## src/hw/rtl/ssp_pkg.sv

```systemverilog
// ----------------------------------------------------------------------------
// Servo status packet receiver package
// Shared widths, codes and control types for the receiver modules.
// ----------------------------------------------------------------------------
package ssp_pkg;

    localparam int CMD_W   = 2;
    localparam int BYTE_W  = 8;
    localparam int ST_W    = 3;
    localparam int PCNT_W  = 6;
    localparam int TICK_W  = 24;

    localparam int MAX_PACKET_BYTES_DEF = 64;
    localparam logic [TICK_W-1:0] TIMEOUT_RESET = 24'd1000;
    localparam logic [BYTE_W-1:0] HDR_BYTE = 8'hFF;

    localparam logic [CMD_W-1:0] CMD_START = 2'd0;
    localparam logic [CMD_W-1:0] CMD_BYTE  = 2'd1;
    localparam logic [CMD_W-1:0] CMD_TICK  = 2'd2;
    localparam logic [CMD_W-1:0] CMD_LINE  = 2'd3;

    localparam logic [ST_W-1:0] ST_OK      = 3'd0;
    localparam logic [ST_W-1:0] ST_BAD     = 3'd1;
    localparam logic [ST_W-1:0] ST_SUM     = 3'd2;
    localparam logic [ST_W-1:0] ST_TIMEOUT = 3'd3;
    localparam logic [ST_W-1:0] ST_LINE    = 3'd4;

    localparam logic KIND_STATUS = 1'b0;
    localparam logic KIND_PARAM  = 1'b1;

    typedef struct packed {
        logic step;
        logic ld_status;
        logic rd_issue;
        logic ld_param;
    } t_dp_cmd;

    typedef struct packed {
        logic is_start;
        logic fin;
        logic ok_more;
        logic param_last;
    } t_dp_stat;

endpackage

```

## src/hw/rtl/ssp_ifs.sv

```systemverilog
// ----------------------------------------------------------------------------
// Servo status packet receiver channels
// Valid/ready channels for input words and result words.
// ----------------------------------------------------------------------------
interface ssp_in_if;
    logic                         valid;
    logic                         ready;
    logic [ssp_pkg::CMD_W-1:0]    command;
    logic [ssp_pkg::BYTE_W-1:0]   rx_byte;
    logic [ssp_pkg::BYTE_W-1:0]   target_id;

    modport source (output valid, output command, output rx_byte, output target_id,
                    input ready);
    modport sink (input valid, input command, input rx_byte, input target_id,
                  output ready);
endinterface

interface ssp_out_if;
    logic                         valid;
    logic                         ready;
    logic                         result_kind;
    logic [ssp_pkg::ST_W-1:0]     status;
    logic [ssp_pkg::BYTE_W-1:0]   servo_error;
    logic [ssp_pkg::PCNT_W-1:0]   param_count;
    logic [ssp_pkg::BYTE_W-1:0]   data_byte;
    logic                         last;

    modport source (output valid, output result_kind, output status, output servo_error,
                    output param_count, output data_byte, output last, input ready);
    modport sink (input valid, input result_kind, input status, input servo_error,
                  input param_count, input data_byte, input last, output ready);
endinterface

```

## src/hw/rtl/ssp_ctrl.sv

```systemverilog
// ----------------------------------------------------------------------------
// Servo status packet receiver controller
// Sequences reception, status output and the parameter readout run.
// ----------------------------------------------------------------------------
module ssp_ctrl (
    input  logic              i_clk,
    input  logic              i_rst_n,
    input  logic              i_in_valid,
    output logic              o_in_ready,
    input  logic              i_out_ready,
    output logic              o_out_valid,
    input  ssp_pkg::t_dp_stat i_stat,
    output ssp_pkg::t_dp_cmd  o_cmd
);
    import ssp_pkg::*;

    localparam logic [1:0] S_IDLE  = 2'd0;
    localparam logic [1:0] S_ARMED = 2'd1;
    localparam logic [1:0] S_PRD   = 2'd2;
    localparam logic [1:0] S_PWAIT = 2'd3;

    logic [1:0] r_state;
    logic [1:0] n_state;
    logic       r_out_valid;
    logic       n_out_valid;
    logic       in_ready;
    logic       accept;
    logic       slot_free;
    logic       step;

    assign in_ready  = ((r_state == S_IDLE) || (r_state == S_ARMED)) && !r_out_valid;
    assign accept    = i_in_valid && in_ready;
    assign slot_free = !r_out_valid || i_out_ready;
    assign step      = accept && (i_stat.is_start || (r_state == S_ARMED));

    assign o_cmd.step      = step;
    assign o_cmd.ld_status = step && i_stat.fin;
    assign o_cmd.rd_issue  = (r_state == S_PRD);
    assign o_cmd.ld_param  = (r_state == S_PWAIT) && slot_free;

    always_comb begin
        n_state = r_state;
        unique case (r_state)
            S_IDLE, S_ARMED: begin
                if (step) begin
                    if (i_stat.is_start) begin
                        n_state = S_ARMED;
                    end else if (i_stat.fin) begin
                        n_state = i_stat.ok_more ? S_PRD : S_IDLE;
                    end
                end
            end
            S_PRD: begin
                n_state = S_PWAIT;
            end
            S_PWAIT: begin
                if (slot_free) begin
                    n_state = i_stat.param_last ? S_IDLE : S_PRD;
                end
            end
            default: begin
                n_state = S_IDLE;
            end
        endcase
    end

    always_comb begin
        n_out_valid = r_out_valid;
        if (o_cmd.ld_status || o_cmd.ld_param) begin
            n_out_valid = 1'b1;
        end else if (i_out_ready) begin
            n_out_valid = 1'b0;
        end
    end

    always_ff @(posedge i_clk) begin
        if (!i_rst_n) begin
            r_state     <= S_IDLE;
            r_out_valid <= 1'b0;
        end else begin
            r_state     <= n_state;
            r_out_valid <= n_out_valid;
        end
    end

    assign o_in_ready  = in_ready;
    assign o_out_valid = r_out_valid;

endmodule

```

## src/hw/rtl/ssp_dp.sv

```systemverilog
// ----------------------------------------------------------------------------
// Servo status packet receiver datapath
// Packet checks, checksum, timeout, parameter memory and result register.
// ----------------------------------------------------------------------------
module ssp_dp #(
    parameter int MAX_PACKET_BYTES = ssp_pkg::MAX_PACKET_BYTES_DEF
) (
    input  logic                        i_clk,
    input  logic                        i_rst_n,
    input  logic                        i_cfg_we,
    input  logic [ssp_pkg::TICK_W-1:0]  i_cfg_wdata,
    input  logic [ssp_pkg::CMD_W-1:0]   i_command,
    input  logic [ssp_pkg::BYTE_W-1:0]  i_rx_byte,
    input  logic [ssp_pkg::BYTE_W-1:0]  i_target_id,
    input  ssp_pkg::t_dp_cmd            i_cmd,
    output ssp_pkg::t_dp_stat           o_stat,
    output logic                        o_result_kind,
    output logic [ssp_pkg::ST_W-1:0]    o_status,
    output logic [ssp_pkg::BYTE_W-1:0]  o_servo_error,
    output logic [ssp_pkg::PCNT_W-1:0]  o_param_count,
    output logic [ssp_pkg::BYTE_W-1:0]  o_data_byte,
    output logic                        o_last
);
    import ssp_pkg::*;

    localparam int STORE_DEPTH = MAX_PACKET_BYTES - 6;
    localparam int STORE_N     = (STORE_DEPTH > 0) ? STORE_DEPTH : 1;
    localparam int AW          = (STORE_N > 1) ? $clog2(STORE_N) : 1;
    localparam int CNT_W       = $clog2(MAX_PACKET_BYTES);

    logic [TICK_W-1:0] r_timeout;
    logic [BYTE_W-1:0] r_wanted;
    logic [BYTE_W-1:0] n_wanted;
    logic [CNT_W-1:0]  r_cnt;
    logic [CNT_W-1:0]  n_cnt;
    logic [BYTE_W-1:0] r_first;
    logic [BYTE_W-1:0] n_first;
    logic [BYTE_W-1:0] r_len;
    logic [BYTE_W-1:0] n_len;
    logic [BYTE_W-1:0] r_sum;
    logic [BYTE_W-1:0] n_sum;
    logic [BYTE_W-1:0] r_err;
    logic [BYTE_W-1:0] n_err;
    logic [TICK_W-1:0] r_elapsed;
    logic [TICK_W-1:0] n_elapsed;
    logic [PCNT_W-1:0] r_pcnt;
    logic [AW-1:0]     r_rd_idx;
    logic [BYTE_W-1:0] r_rd_data;
    logic [BYTE_W-1:0] r_mem [STORE_N];

    logic              fin;
    logic [ST_W-1:0]   fin_st;
    logic              fin_ok;
    logic [PCNT_W-1:0] fin_pcnt;
    logic              wr_en;
    logic [CNT_W-1:0]  rel_idx;
    logic [AW-1:0]     wr_addr;

    logic              r_o_kind;
    logic [ST_W-1:0]   r_o_status;
    logic [BYTE_W-1:0] r_o_err;
    logic [PCNT_W-1:0] r_o_pcnt;
    logic [BYTE_W-1:0] r_o_data;
    logic              r_o_last;

    assign rel_idx = r_cnt - CNT_W'(5);
    assign wr_addr = rel_idx[AW-1:0];

    always_comb begin
        n_wanted  = r_wanted;
        n_cnt     = r_cnt;
        n_first   = r_first;
        n_len     = r_len;
        n_sum     = r_sum;
        n_err     = r_err;
        n_elapsed = r_elapsed;
        fin       = 1'b0;
        fin_st    = ST_OK;
        wr_en     = 1'b0;
        unique case (i_command)
            CMD_START: begin
                n_wanted  = i_target_id;
                n_cnt     = '0;
                n_elapsed = '0;
                n_sum     = '0;
                n_len     = '0;
                n_err     = '0;
                n_first   = '0;
            end
            CMD_BYTE: begin
                n_cnt = r_cnt + CNT_W'(1);
                if (r_cnt == CNT_W'(0)) begin
                    n_first = i_rx_byte;
                end else if (r_cnt == CNT_W'(1)) begin
                    if ((r_first != HDR_BYTE) || (i_rx_byte != HDR_BYTE)) begin
                        fin    = 1'b1;
                        fin_st = ST_BAD;
                    end
                end else if (r_cnt == CNT_W'(2)) begin
                    if (i_rx_byte != r_wanted) begin
                        fin    = 1'b1;
                        fin_st = ST_BAD;
                    end else begin
                        n_sum = i_rx_byte;
                    end
                end else if (r_cnt == CNT_W'(3)) begin
                    if ((i_rx_byte < 8'd2)
                        || ((9'(i_rx_byte) + 9'd4) > 9'(MAX_PACKET_BYTES))) begin
                        fin    = 1'b1;
                        fin_st = ST_BAD;
                    end else begin
                        n_len = i_rx_byte;
                        n_sum = r_sum + i_rx_byte;
                    end
                end else if (9'(r_cnt) == (9'(r_len) + 9'd3)) begin
                    fin    = 1'b1;
                    fin_st = ((~r_sum) == i_rx_byte) ? ST_OK : ST_SUM;
                end else begin
                    n_sum = r_sum + i_rx_byte;
                    if (r_cnt == CNT_W'(4)) begin
                        n_err = i_rx_byte;
                    end else begin
                        wr_en = (rel_idx < CNT_W'(STORE_DEPTH));
                    end
                end
            end
            CMD_TICK: begin
                n_elapsed = (r_elapsed == '1) ? r_elapsed : (r_elapsed + TICK_W'(1));
                if (n_elapsed > r_timeout) begin
                    fin    = 1'b1;
                    fin_st = ST_TIMEOUT;
                end
            end
            CMD_LINE: begin
                fin    = 1'b1;
                fin_st = ST_LINE;
            end
            default: begin
                fin = 1'b0;
            end
        endcase
    end

    assign fin_ok   = (fin_st == ST_OK);
    assign fin_pcnt = fin_ok ? PCNT_W'(r_len - 8'd2) : '0;

    assign o_stat.is_start   = (i_command == CMD_START);
    assign o_stat.fin        = fin;
    assign o_stat.ok_more    = fin && fin_ok && (fin_pcnt != '0);
    assign o_stat.param_last = (PCNT_W'(r_rd_idx) == (r_pcnt - PCNT_W'(1)));

    always_ff @(posedge i_clk) begin
        if (!i_rst_n) begin
            r_timeout <= TIMEOUT_RESET;
            r_wanted  <= '0;
            r_cnt     <= '0;
            r_first   <= '0;
            r_len     <= '0;
            r_sum     <= '0;
            r_err     <= '0;
            r_elapsed <= '0;
            r_pcnt    <= '0;
            r_rd_idx  <= '0;
        end else begin
            if (i_cfg_we) begin
                r_timeout <= i_cfg_wdata;
            end
            if (i_cmd.step) begin
                r_wanted  <= n_wanted;
                r_cnt     <= n_cnt;
                r_first   <= n_first;
                r_len     <= n_len;
                r_sum     <= n_sum;
                r_err     <= n_err;
                r_elapsed <= n_elapsed;
            end
            if (i_cmd.ld_status) begin
                r_pcnt   <= fin_pcnt;
                r_rd_idx <= '0;
            end else if (i_cmd.ld_param) begin
                r_rd_idx <= r_rd_idx + AW'(1);
            end
        end
    end

    always_ff @(posedge i_clk) begin
        if (i_cmd.step && wr_en) begin
            r_mem[wr_addr] <= i_rx_byte;
        end
        if (i_cmd.rd_issue) begin
            r_rd_data <= r_mem[r_rd_idx];
        end
    end

    always_ff @(posedge i_clk) begin
        if (i_cmd.ld_status) begin
            r_o_kind   <= KIND_STATUS;
            r_o_status <= fin_st;
            r_o_err    <= fin_ok ? r_err : '0;
            r_o_pcnt   <= fin_pcnt;
            r_o_data   <= '0;
            r_o_last   <= !fin_ok || (fin_pcnt == '0);
        end else if (i_cmd.ld_param) begin
            r_o_kind   <= KIND_PARAM;
            r_o_status <= ST_OK;
            r_o_err    <= '0;
            r_o_pcnt   <= '0;
            r_o_data   <= r_rd_data;
            r_o_last   <= o_stat.param_last;
        end
    end

    assign o_result_kind = r_o_kind;
    assign o_status      = r_o_status;
    assign o_servo_error = r_o_err;
    assign o_param_count = r_o_pcnt;
    assign o_data_byte   = r_o_data;
    assign o_last        = r_o_last;

endmodule

```

## src/hw/rtl/servo_status_packet_receiver.sv

```systemverilog
// ----------------------------------------------------------------------------
// Servo status packet receiver
// Result: a status word is offered in the cycle after the word that ends the packet.
// Throughput: words that give no result are taken every cycle; input waits while any
// result word is held or parameter words are read out (registered memory read each).
// Reset: synchronous active low; the block idles and the timeout returns to 1000.
// ----------------------------------------------------------------------------
module servo_status_packet_receiver #(
    parameter int MAX_PACKET_BYTES = ssp_pkg::MAX_PACKET_BYTES_DEF
) (
    input  logic                       i_clk,
    input  logic                       i_rst_n,
    input  logic                       i_cfg_we,
    input  logic [ssp_pkg::TICK_W-1:0] i_cfg_wdata,
    ssp_in_if.sink                     i_rx,
    ssp_out_if.source                  o_res
);
    import ssp_pkg::*;

    t_dp_cmd  cmd;
    t_dp_stat stat;

    ssp_ctrl u_ctrl (
        .i_clk       (i_clk),
        .i_rst_n     (i_rst_n),
        .i_in_valid  (i_rx.valid),
        .o_in_ready  (i_rx.ready),
        .i_out_ready (o_res.ready),
        .o_out_valid (o_res.valid),
        .i_stat      (stat),
        .o_cmd       (cmd)
    );

    ssp_dp #(
        .MAX_PACKET_BYTES (MAX_PACKET_BYTES)
    ) u_dp (
        .i_clk         (i_clk),
        .i_rst_n       (i_rst_n),
        .i_cfg_we      (i_cfg_we),
        .i_cfg_wdata   (i_cfg_wdata),
        .i_command     (i_rx.command),
        .i_rx_byte     (i_rx.rx_byte),
        .i_target_id   (i_rx.target_id),
        .i_cmd         (cmd),
        .o_stat        (stat),
        .o_result_kind (o_res.result_kind),
        .o_status      (o_res.status),
        .o_servo_error (o_res.servo_error),
        .o_param_count (o_res.param_count),
        .o_data_byte   (o_res.data_byte),
        .o_last        (o_res.last)
    );

endmodule

```

## src/flat_wrapper.sv

```systemverilog
// flat-port wrapper written by rule: the top's interface ports become plain ports
module servo_status_packet_receiver_flat import ssp_pkg::*;
#(
    parameter int MAX_PACKET_BYTES = ssp_pkg::MAX_PACKET_BYTES_DEF
)
  (i_clk, i_rst_n, i_cfg_we, i_cfg_wdata, i_rx_valid, i_rx_command, i_rx_rx_byte, i_rx_target_id, i_rx_ready, o_res_valid, o_res_result_kind, o_res_status, o_res_servo_error, o_res_param_count, o_res_data_byte, o_res_last, o_res_ready);
  ssp_in_if i_rx_i ();
  ssp_out_if o_res_i ();
  input  logic i_clk;
  input  logic i_rst_n;
  input  logic i_cfg_we;
  input  logic [ssp_pkg::TICK_W-1:0] i_cfg_wdata;
  input wire logic [$bits(i_rx_i.valid)-1:0] i_rx_valid;
  input wire logic [$bits(i_rx_i.command)-1:0] i_rx_command;
  input wire logic [$bits(i_rx_i.rx_byte)-1:0] i_rx_rx_byte;
  input wire logic [$bits(i_rx_i.target_id)-1:0] i_rx_target_id;
  output wire logic [$bits(i_rx_i.ready)-1:0] i_rx_ready;
  output wire logic [$bits(o_res_i.valid)-1:0] o_res_valid;
  output wire logic [$bits(o_res_i.result_kind)-1:0] o_res_result_kind;
  output wire logic [$bits(o_res_i.status)-1:0] o_res_status;
  output wire logic [$bits(o_res_i.servo_error)-1:0] o_res_servo_error;
  output wire logic [$bits(o_res_i.param_count)-1:0] o_res_param_count;
  output wire logic [$bits(o_res_i.data_byte)-1:0] o_res_data_byte;
  output wire logic [$bits(o_res_i.last)-1:0] o_res_last;
  input wire logic [$bits(o_res_i.ready)-1:0] o_res_ready;
  assign i_rx_i.valid = i_rx_valid;
  assign i_rx_i.command = i_rx_command;
  assign i_rx_i.rx_byte = i_rx_rx_byte;
  assign i_rx_i.target_id = i_rx_target_id;
  assign i_rx_ready = i_rx_i.ready;
  assign o_res_valid = o_res_i.valid;
  assign o_res_result_kind = o_res_i.result_kind;
  assign o_res_status = o_res_i.status;
  assign o_res_servo_error = o_res_i.servo_error;
  assign o_res_param_count = o_res_i.param_count;
  assign o_res_data_byte = o_res_i.data_byte;
  assign o_res_last = o_res_i.last;
  assign o_res_i.ready = o_res_ready;
  servo_status_packet_receiver #(.MAX_PACKET_BYTES(MAX_PACKET_BYTES)) u_core (.i_clk(i_clk), .i_rst_n(i_rst_n), .i_cfg_we(i_cfg_we), .i_cfg_wdata(i_cfg_wdata), .i_rx(i_rx_i), .o_res(o_res_i));
endmodule
```

## config.mk

```make
export PLATFORM = sky130hd
export DESIGN_NAME = servo_status_packet_receiver_flat
export DESIGN_NICKNAME = d
export VERILOG_FILES = /design/src/hw/rtl/ssp_pkg.sv /design/src/hw/rtl/ssp_ifs.sv /design/src/hw/rtl/ssp_ctrl.sv /design/src/hw/rtl/ssp_dp.sv /design/src/hw/rtl/servo_status_packet_receiver.sv /design/src/flat_wrapper.sv
export SDC_FILE = /design/constraint.sdc
export NUM_CORES = 1
export LEC_CHECK = 0
export BUFFER_PORTS_ARGS = -buffer_cell sky130_fd_sc_hd__buf_2
export CELL_PAD_IN_SITES_DETAIL_PLACEMENT = 0
export CELL_PAD_IN_SITES_GLOBAL_PLACEMENT = 2
export CORE_MARGIN = 2
export CORE_UTILIZATION = 50
export DETAILED_ROUTE_END_ITERATION = 8
export GPL_TIMING_DRIVEN = 0
export HOLD_SLACK_MARGIN = 0.05
export PLACE_DENSITY = 0.85
export SLEW_MARGIN = 25
export SYNTH_ARGS = -nofsm -noshare
export SYNTH_HDL_FRONTEND = slang
export SYNTH_SLANG_ARGS = --single-unit
```

## constraint.sdc

```tcl
create_clock -name i_clk -period 9 [get_ports i_clk]
set_input_delay 0.45 -clock i_clk [delete_from_list [all_inputs] [get_ports i_clk]]
set_output_delay 0.45 -clock i_clk [all_outputs]
set_load 0.01 [all_outputs]
```

==> results.cfg <==
[power]
switchingPower_uw = 1202
power.switching_fraction = 0.2071
p_per_area_nw_per_um2 = 196.4
leakage_uw = 0.009655
total_power_uw = 5802
seq_power_share = 0.525
p_int_uw = 4600
combPwrFrac = 0.028
pwr-share-clk = 0.447
peakVddDrop_uv = 175.6

[timing]
fin_hold_ws_ns = 0.07431
tightest_slew_ns = 1.043
setup_tns_ns = 0
drv_slew = 0
setup_viol = 0
rsz0062_at_grt = no
setup_slack_ns = 3.491
fin_crit_sh = 0.6121
relSlewSlack = 0.3046
period_needed_ns = 5.509
hold_viol_final = 0
fin_skew_ns = 0.03520
clock.fmax_mhz = 181.5

[critical_path]
cp_max_fo = 18
critical_path.slowest_cell = or4_1
start_kind = register
rrSetupSlack_ns = 3.49
path_cells = ha_1 -> inv_1 -> or4_1 -> nor3_4 -> nor2_1 -> and2_1 -> nand3_1 -> xnor2_1 -> ha_1 -> nand4_1 -> nor4_1 -> nor3b_1 -> a21boi_0 -> o211ai_1 -> a31oi_2 -> nor2_1 -> inv_1
cp.required_ns = 9.25
critPathBufInv = 2
crit_type = register to register
worstPathArrival_ns = 5.76
end_kind = register
max_stage_delay_ns = 0.62
cp_top_family = simple AND/OR/NAND/NOR gates

[clock_tree]
root_buffer = clkbuf_16
worstSkewPairLatency_ns = 0.65
cts.sinks = 608
cts_tree = yes
cts_buffers = 61
clkTransAtPathRegs_ns = 0.06
htree_num_levels = 2
clock_path_buffers = 3

[routing]
wl_um = 63110
dr.pass1.iters = 5
num_vias = 15340
vias_per_cell = 5.903
drcViolationCount = 0
wire_per_inst_um = 24.29
drt_iter0_markers = 1376
drtAntennaViolNets = 0

[placement]
post-place-ws_ns = 3.487
dp_hpwl_um = 42190
placement.io_buffers = 71
gp_congestion = 0.8562
postPlaceCellArea_um2 = 27290

[die]
die_h_um = 232.3
die_w_um = 232.3
io_pins = 76
rows = 83
core_area_um2 = 51410
dieArea_um2 = 53980
start_util = 0.5071

[cells_and_area]
fin_area_um2 = 29550
layout-drive-gt1-share = 0.1882
antenna_cells = 0
nets = 1963
nFillCells = 4010
syn_to_final_growth_pct = 13.34

[logic_synthesis]
avgSynthCellArea_um2 = 15.21
ys_seq_elements = 608
synthesis.nets = 1808
netlist_area_um2 = 26070
yosysUniqueCellTypes = 74
seq_area_frac_synth = 0.6550
synthFlopType = edfxtp_1
async_reset_ff_frac = 0
netlist_instances = 1714
synth_edf_count = 490
yosysWarnings = 0

[global_routing]
grt-ovfl-total = 0
grt_max_degree = 67
antenna_found_initial = 0
grt_pass1_vias = 15100
track_usage = 0.2382
grt_pass1_wl_um = 95120

[hold_path]
min_path_type = input port to register

[outcome]
outcome = finished clean

[flow_run]
drv_cap = 0
==> cells by family (layout without fill, tap and decap cells) <==
group,Yosys count,after routing,share of synthesized area
xor+xnor,61,61,0.02049
mux,199,199,0.1458
flops,608,608,0.6550
fa+ha+maj,47,47,0.02285
compound gates,186,186,0.04603
simple gates,475,475,0.08778
buf+inv,138,342,0.02203
==> registers in the layout, summed over array words and instances, names as in the netlist <==
name and cells:
u_core.u_dp.r_rd_data 8, u_core.u_dp.o_data_byte 8, u_core.u_ctrl.o_out_valid 1, u_core.u_dp.r_first 8, u_core.u_dp.r_wanted 8, u_core.u_dp.r_pcnt 6
u_core.u_dp.o_last 1, u_core.u_dp.o_status 3, u_core.u_dp.r_sum 8, u_core.u_dp.o_result_kind 1, u_core.u_dp.r_timeout 24, u_core.u_dp.o_param_count 6
u_core.u_dp.r_cnt 6, u_core.u_dp.o_servo_error 8, u_core.u_dp.r_err 8, u_core.u_dp.r_len 8, u_core.u_ctrl.r_state 2, u_core.u_dp.r_mem 464
u_core.u_dp.r_elapsed 24, u_core.u_dp.r_rd_idx 6
==> routing by layer <==
| metal | routed length (um) | part of all wire | track usage |
|---|---|---|---|
| met1 | 27710 | 0.44 | 0.3376 |
| met2 | 29970 | 0.47 | 0.3843 |
| met3 | 4006 | 0.063 | 0.04028 |
| met4 | 1416 | 0.022 | 0.06250 |
| met5 | 0 | 0 | 0 |
==> layout make-up <==
type                    count  area (um^2)  area share
flip-flops and latches    608        17080      0.5779
multi-input cells         968         8419      0.2849
clock buffers              76         1624     0.05497
well taps                 680        850.8     0.02880
repair buffers             92        580.6     0.01965
clock inverters            36        421.7     0.01427
plain buffers              91        397.9     0.01347
inverters                  47        176.4    0.005971
==> synthesized netlist by cell type, drive strengths merged (3+ instances only) <==
cell	number	area share
edfxtp	490	0.56
nor2	176	0.025
mux4	144	0.12
dfxtp	118	0.091
nand2	100	0.014
a21oi	65	0.013
nand3	57	0.011
mux2i	49	0.019
clkbuf	48	0.0070
ha	46	0.022
inv	46	0.0066
xnor2	45	0.015
buf	43	0.0083
o21ai	35	0.0067
nand4	24	0.0058
nor3	24	0.0054
nor2b	20	0.0048
xor2	16	0.0054
a211oi	15	0.0045
and2	13	0.0031
nor4	11	0.0035
o211ai	11	0.0032
or4	11	0.0032
and3	10	0.0024
nand2b	8	0.0022
o31ai	8	0.0023
a22oi	6	0.0017
a31oi	6	0.0017
mux2	6	0.0026
o21a	6	0.0017
nor3b	5	0.0014
or2	5	0.0012
a21o	4	0.0012
a32oi	4	0.0013
o2bb2ai	4	0.0013
a21boi	3	0.00086
a32o	3	0.0012
and4	3	0.0010
nand4b	3	0.0010
o22ai	3	0.00072
==> per-stage QoR <==
step                        util  cells
after floorplan                -   1714
after global placement    0.5306   2465
after detailed placement  0.5308   2465
after CTS                 0.5745   2597
after global routing      0.5748   2598
final                     0.5748   2598
==> power groups by stage <==
stage	Clock, uW	Combinational (uW)	Sequential [uW]
after CTS	2630	162	3050
after global routing	2740	178	3050
after floorplan	0	74.0	3110
after global placement	0	149	3110
final	2590	161	3050
after detailed placement	0	154	3110
==> repair_timing <==
action | in CTS | in global routing
hold buffers | 20 | 0
gates resized for setup | 0 | 0
setup buffers | 0 | 0
hold endpoints to repair | 20 | 0
==> final timing paths <==
kind,depth (start not counted),from,endpoint
max,17,u_core.u_dp.r_elapsed[0]$_SDFFE_PN0P_,u_core.u_dp.o_servo_error[7]$_SDFFCE_PN0P_
min,3,i_cfg_wdata[22],u_core.u_dp.r_timeout[22]$_SDFFE_PN0P_
max reg2reg,17,u_core.u_dp.r_elapsed[0]$_SDFFE_PN0P_,u_core.u_dp.o_servo_error[7]$_SDFFCE_PN0P_
min reg2reg,2,u_core.u_dp.o_data_byte[4]$_SDFFE_PP0P_,u_core.u_dp.o_data_byte[4]$_SDFFE_PP0P_
==> placed cells by master (no fill, tap or decap), types with 49 or more instances in the layout <==
cell type    n
dfxtp_1    118
a21oi_1     63
clkbuf_16   62
buf_2       87
mux4_2     144
clkbuf_1    59
nand2_1     99
nand3_1     56
nor2_1     175
mux2i_1     49
edfxtp_1   490
==> tightest hold or removal path: cells and delay by family <==
| kind | cells | cell delay (ns) |
|---|---|---|
| AND/OR/NAND/NOR | 1 | 0.07 |
| buffers and inverters | 1 | 0.08 |
| multiplexers | 1 | 0.05 |
(Power assumes the default switching activity.)
